### config.mk
export PLATFORM = sky130hd
export DESIGN_NAME = led_graph_edge_table
export DESIGN_NICKNAME = d
export VERILOG_FILES = /design/src/sv/lget_pkg.sv /design/src/sv/lget_ram.sv /design/src/sv/led_graph_edge_table.sv
export SDC_FILE = /design/constraint.sdc
export NUM_CORES = 1
export LEC_CHECK = 0
export BUFFER_PORTS_ARGS = -buffer_cell sky130_fd_sc_hd__buf_2
export CAP_MARGIN = 0
export CORE_AREA = 2 2 310 312
export CTS_CLUSTER_SIZE = 10
export DETAILED_ROUTE_END_ITERATION = 10
export DIE_AREA = 0 0 312 314
export GPL_TIMING_DRIVEN = 0
export PLACE_DENSITY = 0.68
export SLEW_MARGIN = 20
export SYNTH_ARGS = -nofsm -noshare
export SYNTH_HDL_FRONTEND = slang
export SYNTH_SLANG_ARGS = --single-unit
### constraint.sdc
create_clock -name clk_i -period 3.1 [get_ports clk_i]
set_input_delay 0.775 -clock clk_i [delete_from_list [all_inputs] [get_ports clk_i]]
set_output_delay 0.775 -clock clk_i [all_outputs]
set_load 0.01 [all_outputs]
### src/sv/lget_pkg.sv
// -----------------------------------------------------------------------------
// LED graph edge table package
// Shared sizes, request and result types for the edge table block.
// -----------------------------------------------------------------------------
package lget_pkg;

  // Table and id sizes.
  localparam int unsigned MaxEdges = 64;
  localparam int unsigned NodeBits = 8;
  localparam int unsigned LedBits  = 16;
  localparam int unsigned NthBits  = 7;

  // Derived widths: edge index, edge count (holds MaxEdges itself), rank counter.
  localparam int unsigned IdxBits  = $clog2(MaxEdges);
  localparam int unsigned CntBits  = $clog2(MaxEdges + 1);
  localparam int unsigned IncBits  = $clog2(2 * MaxEdges + 1);
  localparam int unsigned SeenBits = (NthBits + 1 > IncBits) ? NthBits + 1 : IncBits;

  // One memory word holds the front and back node of an edge.
  localparam int unsigned EntryBits = 2 * NodeBits;

  // Request kinds.
  typedef enum logic [1:0] {
    KIND_CLEAR  = 2'd0,
    KIND_APPEND = 2'd1,
    KIND_COUNT  = 2'd2,
    KIND_FIND   = 2'd3
  } kind_e;

  // Input request.
  typedef struct packed {
    kind_e                kind;
    logic [NodeBits-1:0]  front_node;
    logic [NodeBits-1:0]  back_node;
    logic [LedBits-1:0]   end_led;
    logic [NodeBits-1:0]  query_node;
    logic [NthBits-1:0]   nth;
    logic                 ignore_enable;
    logic [IdxBits-1:0]   ignore_edge;
  } in_t;

  // Output result.
  typedef struct packed {
    logic                 found;
    logic [IdxBits-1:0]   edge_index;
    logic                 reversed;
    logic [CntBits-1:0]   connection_count;
    logic [NodeBits:0]    node_count;
    logic [LedBits:0]     total_leds;
    logic                 table_full;
  } out_t;

  // Per-request outcome held until the output register is free.
  typedef struct packed {
    logic                 found;
    logic [IdxBits-1:0]   idx;
    logic                 rev;
    logic [CntBits-1:0]   conn;
    logic                 full;
  } res_t;

endpackage

### src/sv/lget_ram.sv
// -----------------------------------------------------------------------------
// Generic RAM
// Single write port, single read port, registered read data.
// -----------------------------------------------------------------------------
module lget_ram #(
  parameter int unsigned Width = 8,
  parameter int unsigned Depth = 64
) (
  input  logic                     clk_i,
  input  logic                     we_i,
  input  logic [$clog2(Depth)-1:0] waddr_i,
  input  logic [Width-1:0]         wdata_i,
  input  logic [$clog2(Depth)-1:0] raddr_i,
  output logic [Width-1:0]         rdata_o
);

  logic [Width-1:0] mem [Depth];
  logic [Width-1:0] rdata_q;

  // Write and registered read.
  always_ff @(posedge clk_i) begin
    if (we_i) begin
      mem[waddr_i] <= wdata_i;
    end
    rdata_q <= mem[raddr_i];
  end

  assign rdata_o = rdata_q;

endmodule

### src/sv/led_graph_edge_table.sv
// -----------------------------------------------------------------------------
// LED graph edge table
// Edge table with append, clear, incidence count and n-th incidence search.
// -----------------------------------------------------------------------------
// The block takes one request at a time and gives one result per request.
// Clear and append go from acceptance straight to the done state, which is left
// once the output register is free. Count and find read the edge memory one
// entry per cycle through its single read port, scanning the table's entries in
// order; a find that hits early stops the scan there. A finished result
// sits in the output register, and a new request is taken while it waits.
module led_graph_edge_table
  import lget_pkg::*;
(
  input  logic clk_i,
  input  logic rst_ni,
  input  logic in_valid_i,
  output logic in_stall_o,
  input  in_t  in_req_i,
  output logic out_valid_o,
  input  logic out_stall_i,
  output out_t out_rsp_o
);

  localparam logic [1:0] S_IDLE = 2'd0;
  localparam logic [1:0] S_SCAN = 2'd1;
  localparam logic [1:0] S_DONE = 2'd2;

  logic [1:0]          state_q, state_d;
  in_t                 req_q, req_d;
  res_t                res_q, res_d;
  out_t                out_q, out_d;
  logic                out_valid_q, out_valid_d;
  logic [CntBits-1:0]  total_q, total_d;
  logic [NodeBits-1:0] max_node_q, max_node_d;
  logic [LedBits-1:0]  max_led_q, max_led_d;
  logic [CntBits-1:0]  issue_q, issue_d;
  logic                pend_q, pend_d;
  logic [IdxBits-1:0]  pend_idx_q, pend_idx_d;
  logic [SeenBits-1:0] seen_q, seen_d;
  logic [CntBits-1:0]  conn_q, conn_d;

  logic                accept;
  logic                out_free;
  logic                ram_we;
  logic [EntryBits-1:0] ram_rdata;
  logic [NodeBits-1:0] rd_front, rd_back;
  logic                skip, fm, bm, hit_f, hit_b, scan_end;
  logic [SeenBits-1:0] nth_ext, seen_f;
  logic [NodeBits-1:0] node_hi;

  assign accept   = in_valid_i && !in_stall_o;
  assign out_free = !out_valid_q || !out_stall_i;
  assign ram_we   = accept && (in_req_i.kind == KIND_APPEND) &&
                    (total_q != CntBits'(MaxEdges));

  // Edge memory: front and back node of each edge.
  lget_ram #(
    .Width (EntryBits),
    .Depth (MaxEdges)
  ) u_edge_ram (
    .clk_i   (clk_i),
    .we_i    (ram_we),
    .waddr_i (total_q[IdxBits-1:0]),
    .wdata_i ({in_req_i.front_node, in_req_i.back_node}),
    .raddr_i (issue_q[IdxBits-1:0]),
    .rdata_o (ram_rdata)
  );

  assign rd_front = ram_rdata[EntryBits-1:NodeBits];
  assign rd_back  = ram_rdata[NodeBits-1:0];

  // Match logic for the entry whose read data is back this cycle.
  assign skip    = req_q.ignore_enable && (pend_idx_q == req_q.ignore_edge);
  assign fm      = pend_q && !skip && (rd_front == req_q.query_node);
  assign bm      = pend_q && !skip && (rd_back == req_q.query_node);
  assign nth_ext = SeenBits'(req_q.nth);
  assign seen_f  = seen_q + SeenBits'(fm);
  assign hit_f   = (req_q.kind == KIND_FIND) && fm && (seen_q == nth_ext);
  assign hit_b   = (req_q.kind == KIND_FIND) && bm && (seen_f == nth_ext);
  assign scan_end = (issue_q == total_q);

  assign node_hi = (in_req_i.front_node > in_req_i.back_node) ?
                   in_req_i.front_node : in_req_i.back_node;

  // Sequencer, scan datapath and table statistics.
  always_comb begin
    state_d    = state_q;
    req_d      = req_q;
    res_d      = res_q;
    total_d    = total_q;
    max_node_d = max_node_q;
    max_led_d  = max_led_q;
    issue_d    = issue_q;
    pend_d     = 1'b0;
    pend_idx_d = pend_idx_q;
    seen_d     = seen_q;
    conn_d     = conn_q;

    unique case (state_q)
      S_IDLE: begin
        if (accept) begin
          req_d   = in_req_i;
          res_d   = '0;
          issue_d = '0;
          seen_d  = '0;
          conn_d  = '0;
          unique case (in_req_i.kind)
            KIND_CLEAR: begin
              total_d    = '0;
              max_node_d = '0;
              max_led_d  = '0;
              state_d    = S_DONE;
            end
            KIND_APPEND: begin
              if (total_q == CntBits'(MaxEdges)) begin
                res_d.full = 1'b1;
              end else begin
                total_d = total_q + 1'b1;
                if (total_q == '0) begin
                  max_node_d = node_hi;
                  max_led_d  = in_req_i.end_led;
                end else begin
                  if (node_hi > max_node_q) max_node_d = node_hi;
                  if (in_req_i.end_led > max_led_q) max_led_d = in_req_i.end_led;
                end
              end
              state_d = S_DONE;
            end
            KIND_COUNT, KIND_FIND: begin
              state_d = S_SCAN;
            end
            default: begin
              state_d = S_DONE;
            end
          endcase
        end
      end

      S_SCAN: begin
        // Issue the next read while the previous entry is checked.
        if (!scan_end) begin
          issue_d    = issue_q + 1'b1;
          pend_d     = 1'b1;
          pend_idx_d = issue_q[IdxBits-1:0];
        end
        seen_d = seen_f + SeenBits'(bm);
        conn_d = conn_q + CntBits'(pend_q &&
                 ((rd_front == req_q.query_node) || (rd_back == req_q.query_node)));
        if (hit_f || hit_b) begin
          res_d.found = 1'b1;
          res_d.idx   = pend_idx_q;
          res_d.rev   = !hit_f;
          pend_d      = 1'b0;
          state_d     = S_DONE;
        end else if (scan_end) begin
          res_d.conn = (req_q.kind == KIND_COUNT) ? conn_d : '0;
          state_d    = S_DONE;
        end
      end

      S_DONE: begin
        if (out_free) begin
          state_d = S_IDLE;
        end
      end

      default: begin
        state_d = S_IDLE;
      end
    endcase
  end

  // Output register load.
  always_comb begin
    out_valid_d = out_valid_q && out_stall_i;
    out_d       = out_q;
    if ((state_q == S_DONE) && out_free) begin
      out_valid_d            = 1'b1;
      out_d.found            = res_q.found;
      out_d.edge_index       = res_q.idx;
      out_d.reversed         = res_q.rev;
      out_d.connection_count = res_q.conn;
      out_d.table_full       = res_q.full;
      out_d.node_count       = (total_q != '0) ? ({1'b0, max_node_q} + 1'b1) : '0;
      out_d.total_leds       = (total_q != '0) ? ({1'b0, max_led_q} + 1'b1) : '0;
    end
  end

  // Control state.
  always_ff @(posedge clk_i or negedge rst_ni) begin
    if (!rst_ni) begin
      state_q     <= S_IDLE;
      out_valid_q <= 1'b0;
      total_q     <= '0;
      max_node_q  <= '0;
      max_led_q   <= '0;
      pend_q      <= 1'b0;
    end else begin
      state_q     <= state_d;
      out_valid_q <= out_valid_d;
      total_q     <= total_d;
      max_node_q  <= max_node_d;
      max_led_q   <= max_led_d;
      pend_q      <= pend_d;
    end
  end

  // Payload and scan working registers.
  always_ff @(posedge clk_i) begin
    req_q      <= req_d;
    res_q      <= res_d;
    out_q      <= out_d;
    issue_q    <= issue_d;
    pend_idx_q <= pend_idx_d;
    seen_q     <= seen_d;
    conn_q     <= conn_d;
  end

  assign in_stall_o  = (state_q != S_IDLE);
  assign out_valid_o = out_valid_q;
  assign out_rsp_o   = out_q;

  // The edge count never passes the table size.
  a_total_bound: assert property (@(posedge clk_i) disable iff (!rst_ni)
    total_q <= CntBits'(MaxEdges))
    else $error("edge count beyond table size");

  // The memory is written only while no scan is running.
  a_write_idle: assert property (@(posedge clk_i) disable iff (!rst_ni)
    ram_we |-> (state_q == S_IDLE))
    else $error("edge memory written during a scan");

  // A count or find request starts a scan in the next cycle.
  a_scan_start: assert property (@(posedge clk_i) disable iff (!rst_ni)
    (accept && ((in_req_i.kind == KIND_COUNT) || (in_req_i.kind == KIND_FIND)))
    |=> (state_q == S_SCAN))
    else $error("scan did not start");

  // Only a find request can report a hit, and only on an entry in the table.
  a_found_find: assert property (@(posedge clk_i) disable iff (!rst_ni)
    ((state_q == S_DONE) && res_q.found) |->
    ((req_q.kind == KIND_FIND) && (CntBits'(res_q.idx) < total_q)))
    else $error("hit reported outside a find");

endmodule

### Word-level counts from Yosys, hierarchy flattened

Memories as Yosys holds them, arrays and structs flattened. A register that Yosys moved wholly into a read port is not among the register bits.
Cells that the tools add are included.

* $add $sub $neg: 7
* magnitude comparators: 3
* equality and inequality tests: 25
* mux-type cells: 37
* bitwise gates (word level): 1
* reduce and logical (&&, ||, !) cells: 41

Operators by type and width (number)
* $mux 16: 4
* $mux 8: 6
* $mux 7: 6
* $pmux 7 s2: 3
* $pmux 16 s2: 1
* $pmux 8 s2: 2
* $pmux 15 s2: 1
* $add 16x1->17 const B: 1
* $add 8x1->8: 2
* $eq 8x7->1: 2
* $eq 8x8->1: 2
* $gt 16x16->1: 1
* $gt 8x8->1: 2
* $add 7x1->7 const B: 2
* $logic_and 1x1->1: 14
* $ne 2x2->1 const B: 7
* $eq 2x2->1 const B: 5
* $reduce_and 5->1: 2
* $add 8x1->9 const B: 1
* $reduce_and 3->1: 3
* $mux 1: 8
* $mux 2: 4
* $reduce_and 4->1: 2
* $add 7x1->7: 1
* 18 further kinds: 32

* register bits after elaboration: 145
* memory bits (writable): 1024
* memories: 1

Memory list
* u_edge_ram.mem: depth 64, width 16, rd ports 1, clocked after Yosys merged registers in 1, wr ports 1, line lget_ram.sv:17 `logic [Width-1:0] mem [Depth];`

### Depth between registers and ports, before layout

* depth in word-level cells: 11
* depth in mapped cells: 14
* mapped depth without buffers: 14

### Cells and area by module

From an unflattened synthesis, not the netlist that was laid out.

* cell total of the unflattened synthesis: 2448
* area, all modules: 47468.0 sq um

By module, submodules not included
* lget_ram: times used 1, cells an instance 1829, area an instance 40042.2 sq um, seq. area each 31069.8 sq um
* led_graph_edge_table: times used 1, cells an instance 619, area an instance 7425.9 sq um, seq. area each 4179.0 sq um

### Worst setup path before layout

Ideal clock, no wire load.

* kind: in2reg
* start: in in_req_i[41] (netlist name)
* end: reg max_node_q[1]
* arrival time: 3.446 ns
* path slack: -0.425 ns
* stages on the path: 13
* path buffers: 0
* cell sequence: inv_1 ha_1 and4_1 nand2b_1 and2_1 nor2_1 mux2_2 ha_1 a21oi_1 o21ai_0 o22a_1 o21bai_2 mux2i_1

* word-level cells in the longest chain between the ends: 6
* elaborated cells on any way between the ends: 9
* classes of those cells: 2 x order compare; 1 x eq/ne; 5 x mux; 1 x reduce/logical

RTL lines
* from (decl): line led_graph_edge_table.sv:18 `input in_t in_req_i,`
* $gt 8x8->1: line led_graph_edge_table.sv:82 `assign node_hi = (in_req_i.front_node > in_req_i.back_node) ?`
* $mux 8 *: line led_graph_edge_table.sv:82
* parallel branches: the longest is 4 deep, another holds $gt 8x8->1
* to (signal assigned): line led_graph_edge_table.sv:202 `max_node_q <= max_node_d;`
* to (decl): line led_graph_edge_table.sv:34 `logic [NodeBits-1:0] max_node_q, max_node_d;`

Every way passes the cells marked *. The select of a mux whose other input is x is not followed.
A chain may end at the register's enable or synchronous reset.

### Worst setup path in the final report

* start: reg req_q[19] (netlist name)
* end: reg res_q[12] (netlist name) (enable)

* word-level cells in the longest chain between the ends: 8
* elaborated cells on any way between the ends: 13
* classes of those cells: 1 x add/sub; 4 x eq/ne; 8 x reduce/logical

RTL lines
* from (decl): line led_graph_edge_table.sv:29 `in_t req_q, req_d;`
* from (signal assigned): line led_graph_edge_table.sv:210 `req_q <= req_d;`
* $eq 8x8->1: line led_graph_edge_table.sv:74 `assign fm = pend_q && !skip && (rd_front == req_q.query_node);`
* $logic_and 1x1->1: line led_graph_edge_table.sv:74
* $add 8x1->8: line led_graph_edge_table.sv:77 `assign seen_f = seen_q + SeenBits'(fm);`
* $eq 8x7->1: line led_graph_edge_table.sv:79 `assign hit_b = (req_q.kind == KIND_FIND) && bm && (seen_f == nth_ext);`
* $logic_and 1x1->1: line led_graph_edge_table.sv:79
* $logic_or 1x1->1 *: line led_graph_edge_table.sv:149 `if (hit_f || hit_b) begin`
* $ne 2x2->1 (no line) *
* $reduce_and 3->1 (no line) *
* to (signal assigned): line led_graph_edge_table.sv:211 `res_q <= res_d;`
* to (decl): line led_graph_edge_table.sv:30 `res_t res_q, res_d;`

Every way passes the cells marked *; elsewhere a longest branch is shown, timed or not.

==> out/summary.log <==
[power] Int Pwr 33.0 mW
[worst_setup_path] crit path kind reg -> reg
[synthesis] Post-synth top flop sky130_fd_sc_hd__edfxtp_1
[floorplanning] Initial Util 49.9%
[power] share of total power consumed by net switching 31.4%
[worst_setup_path] CP max FO 5
[worst_setup_path] internal reg-to-reg setup slack -0.20 ns
[synthesis] number of flops mapped to enable cells by yosys 1134
[timing] final hold violation count 0
[floorplanning] FP Rows 113
[global_route] remaining global-route overflow 0
[timing] fin crit period 3.30 ns
[route] routed via count divided by cell count 6.31
[worst_setup_path] data required time of the worst path 3.54 ns
[timing] worst slew slack as a fraction of its limit 20.2%
[power] share of power burned in registers 40.1%
[placement] count of port buffers added during placement 103
[clocking] Root Buffer Master sky130_fd_sc_hd__clkbuf_16
[timing] maximum clock skew at final layout 0.0271 ns
[min_path] Tightest Hold Check Type in -> async
[floorplanning] die extent in y 314 um
[synthesis] Post-Synthesis Net Count 2402
[floorplanning] boundary pin count 104
[clocking] CTS Sinks 1185
[worst_setup_path] startpoint types flop
[worst_setup_path] R2R depth 15
[placement] detailed-placement wirelength estimate 76800 um
[floorplanning] Chip Width 312 um
[run] # Max-Cap Violations 0
[synthesis] proportion of synthesized chip area in sequential cells 74.8%
[timing] final setup slack of the worst path -0.199 ns
[synthesis] Post-synth ARST share 2.95%
[synthesis] cell area after technology mapping 0.0471 sq mm
[finish] count of filler cells inserted in the layout 6606
[clocking] Inserted Clock Buffers 138
[clocking] clk_lat worst skew 0.74 ns
[clocking] CTS tree yes
[timing] Worst-Margin Slew 1.20 ns
[power] largest vdd supply drop 0.464 mV
[worst_setup_path] Crit path top cell by count sky130_fd_sc_hd__buf_6
[route] Routed wire per std cell 31.7 um
[finish] multi-input logic area 0.0122 sq mm
[global_route] largest net degree at the start of global routing 67
[outcome] result of the run finished with violations
[synthesis] Syn. warnings 0
[timing] final total negative setup slack -3.25 ns
[finish] commonest non-fill, non-tap cells in the layout 1134 x sky130_fd_sc_hd__edfxtp_1, 299 x sky130_fd_sc_hd__mux4_2, 152 x sky130_fd_sc_hd__clkbuf_16, 103 x sky130_fd_sc_hd__buf_2, 59 x sky130_fd_sc_hd__clkbuf_1
[route] routed wire length 126000 um
[timing] Slew Viols, Final 0
[worst_setup_path] R2R Path Start req_q[19]
[placement] placed instance count 3718
[finish] area added between synthesis and finish 19.8%
[power] net switching power 15.1 mW
[finish] Final Cell Area 0.0564 sq mm
[floorplanning] Floorplan Core Area 0.0944 sq mm
[power] overall power consumption 48.1 mW
[worst_setup_path] endpoint type of the worst setup path flop
[global_route] global-route wire length before repair 176000 um
[power] Power Dens Cells 852 mW/mm^2
[route] Routed Antenna Nets 0
[outcome] failing checks setup timing
[synthesis] mean area per synthesized cell 20.5 sq um
[timing] count of final setup violators 18
[global_route] number of global-route vias before repair 25200
[worst_setup_path] sum of buffers and inverters on the critical path 4
[worst_setup_path] Top Family by Delay on Critical Path simple AND/OR/NAND/NOR gates
[worst_setup_path] arrival time worst endpoint 3.74 ns
[clocking] count of hold buffers inserted by post-cts repair 0
[worst_setup_path] cell breakdown of the critical path xor2_1 -> nor4_1 -> nand2_1 -> nor2_2 -> ha_2 -> buf_6 -> nand4_1 -> buf_4 -> buf_6 -> nor3_2 -> o21ai_1 -> or3b_4 -> a21oi_4 -> o21ai_2 -> buf_6
[route] DRC viols 0
[clocking] Max Buffers Root-to-Sink 3
[worst_setup_path] largest stage delay on the critical path 0.49 ns
[finish] Sequential Area 0.0353 sq mm
[route] DRT iter0 DRCs 3525
[worst_setup_path] crit path max-delay cell type sky130_fd_sc_hd__edfxtp_1
[finish] fraction of layout cells with a size suffix above 1 33.9%
[synthesis] total of flip-flops plus latches after synthesis 1185
[route] number of optimization iterations in the first detailed-route pass 8
[finish] number of standard cells in the final layout excluding fillers 3982
[placement] placement-stage cell area 0.0503 sq mm
[power] portion of total power attributed to the clock network 29.4%
[global_route] overall fraction of global-route tracks in use 25.2%
[global_route] antenna violations before repair 4
[power] share of total power in combinational logic 30.6%
[finish] final core utilization 59.8%
[timing] share of the clock period used by the worst path after layout 106%
[timing] maximum achievable frequency 303 MHz
[clocking] htree depth 4
[placement] global placement routability congestion 0.933
[power] leakage power figure 18.3 nW
[synthesis] instance count of the mapped netlist 2299
[floorplanning] area of the die 0.0980 sq mm
[synthesis] number of distinct library cells after synthesis 62
[finish] most common library cell in the layout ignoring fill and taps sky130_fd_sc_hd__edfxtp_1
[finish] Post-layout nets 2775
[timing] RSZ-0062 raised after global routing yes
[route] vias after detailed routing 25100
[worst_setup_path] reg-to-reg critical path endpoint res_q[12]
[clocking] Clk pin slew, worst setup/hold paths 0.06 ns
metrics by stage:
stage          hold WS, ns  worst slack (ns)
6_report             0.171            -0.199
5_1_grt              0.195            -0.340
4_1_cts              0.172            -0.209
3_5_place_dp         0.407             -1.55
3_3_place_gp         0.404             -1.62
2_1_floorplan        0.400            -0.125
worst max path at each step:
| stage | startpoint | to | slack [ns] | depth (start not counted) |
|---|---|---|---|---|
| after floorplan | in_req_i[39] | max_node_q[2] | -0.13 | 13 |
| after global placement | total_q[0] | u_edge_ram.mem[63][2] | -1.62 | 8 |
| after detailed placement | in_req_i[42] | max_node_q[6] | -1.55 | 14 |
| after CTS | req_q[17] | res_q[12] | -0.21 | 13 |
| after global routing | req_q[19] | res_q[14] | -0.34 | 15 |
| final | req_q[19] | res_q[12] | -0.20 | 15 |
cell type report:
class	count	area share [%]
clock buffers	167	6.33
flip-flops and latches	1185	62.5
well taps	1265	2.80
plain buffers	108	1.21
multi-input cells	962	21.6
inverters	42	0.293
repair buffers	235	4.92
clock inverters	17	0.395
diodes	1	0.00443
power groups by stage:
stage,Sequential [mW],Combinational [mW],Clock (mW)
finish,19.3,14.7,14.1
global route,19.3,15.4,14.9
CTS,19.2,14.2,14.3
detailed placement,19.5,13.6,0
global placement,19.5,13.3,0
floorplan,19.4,8.64,0
worst reg2reg max path: stages (launching register included):
cell and delay, ns:
sky130_fd_sc_hd__edfxtp_1 0.49, sky130_fd_sc_hd__xor2_1 0.19, sky130_fd_sc_hd__nor4_1 0.30, sky130_fd_sc_hd__nand2_1 0.22, sky130_fd_sc_hd__nor2_2 0.16, sky130_fd_sc_hd__ha_2 0.23
sky130_fd_sc_hd__buf_6 0.12, sky130_fd_sc_hd__nand4_1 0.11, sky130_fd_sc_hd__buf_4 0.20, sky130_fd_sc_hd__buf_6 0.11, sky130_fd_sc_hd__nor3_2 0.14, sky130_fd_sc_hd__o21ai_1 0.09
sky130_fd_sc_hd__or3b_4 0.27, sky130_fd_sc_hd__a21oi_4 0.07, sky130_fd_sc_hd__o21ai_2 0.17, sky130_fd_sc_hd__buf_6 0.14
cells by family after synthesis:
group	share of synthesized area, %
fa+ha+maj	1.14
buf+inv	1.38
flops	74.8
simple gates	3.57
mux	15.8
xor+xnor	1.38
compound gates	1.91
flip-flops by register name (all words and copies together), names as in the netlist, 8 cells and up:
name and cells:
res_q 16, req_q 17, out_rsp_o 42, seen_q 8, max_led_q 16, u_edge_ram.mem 1024
u_edge_ram.rdata_o 16, max_node_q 8
layer usage:
metal | part of all wire, % | track usage [%] | up-vias
met3 | 10 | 5.25 | 246
met2 | 48 | 39.9 | 1489
li1 | - | - | 10200
met5 | 0 | 0 | -
met1 | 39 | 34.7 | 13200
met4 | 3.6 | 9.74 | 0
what timing repair did:
| item | in CTS | in global routing |
|---|---|---|
| setup buffers | 45 | 19 |
| resized for setup | 187 | 79 |
| pin swaps | 42 | 22 |
| cloned | 4 | 14 |
| setup endpoints to repair | 1081 | 612 |
cells in the mapped netlist (6+ instances only):
master	count	share of area, %
sky130_fd_sc_hd__a22oi_1	9	0.14
sky130_fd_sc_hd__mux2i_1	58	1.2
sky130_fd_sc_hd__buf_1	15	0.12
sky130_fd_sc_hd__nor3_1	12	0.13
sky130_fd_sc_hd__mux2_2	12	0.29
sky130_fd_sc_hd__dfxtp_1	16	0.68
sky130_fd_sc_hd__nand3_1	39	0.41
sky130_fd_sc_hd__xor2_1	40	0.74
sky130_fd_sc_hd__a21oi_1	32	0.34
sky130_fd_sc_hd__inv_1	42	0.33
sky130_fd_sc_hd__o21ai_0	24	0.25
sky130_fd_sc_hd__a22o_1	7	0.13
sky130_fd_sc_hd__a211oi_1	10	0.16
sky130_fd_sc_hd__nand2_1	59	0.47
sky130_fd_sc_hd__o22ai_1	14	0.19
sky130_fd_sc_hd__and2_1	14	0.19
sky130_fd_sc_hd__xnor2_1	34	0.63
sky130_fd_sc_hd__ha_1	43	1.1
sky130_fd_sc_hd__mux4_2	299	14
sky130_fd_sc_hd__edfxtp_1	1134	72
sky130_fd_sc_hd__nor2b_1	17	0.23
sky130_fd_sc_hd__or2_2	6	0.080
sky130_fd_sc_hd__nor4_1	16	0.21
sky130_fd_sc_hd__nand4_1	16	0.21
sky130_fd_sc_hd__clkbuf_1	52	0.41
sky130_fd_sc_hd__dfrtp_1	35	1.9
sky130_fd_sc_hd__nor2_1	121	0.96
sky130_fd_sc_hd__buf_2	36	0.38
sky130_fd_sc_hd__nand2b_1	12	0.16
Power figures use the tool's default switching activity.
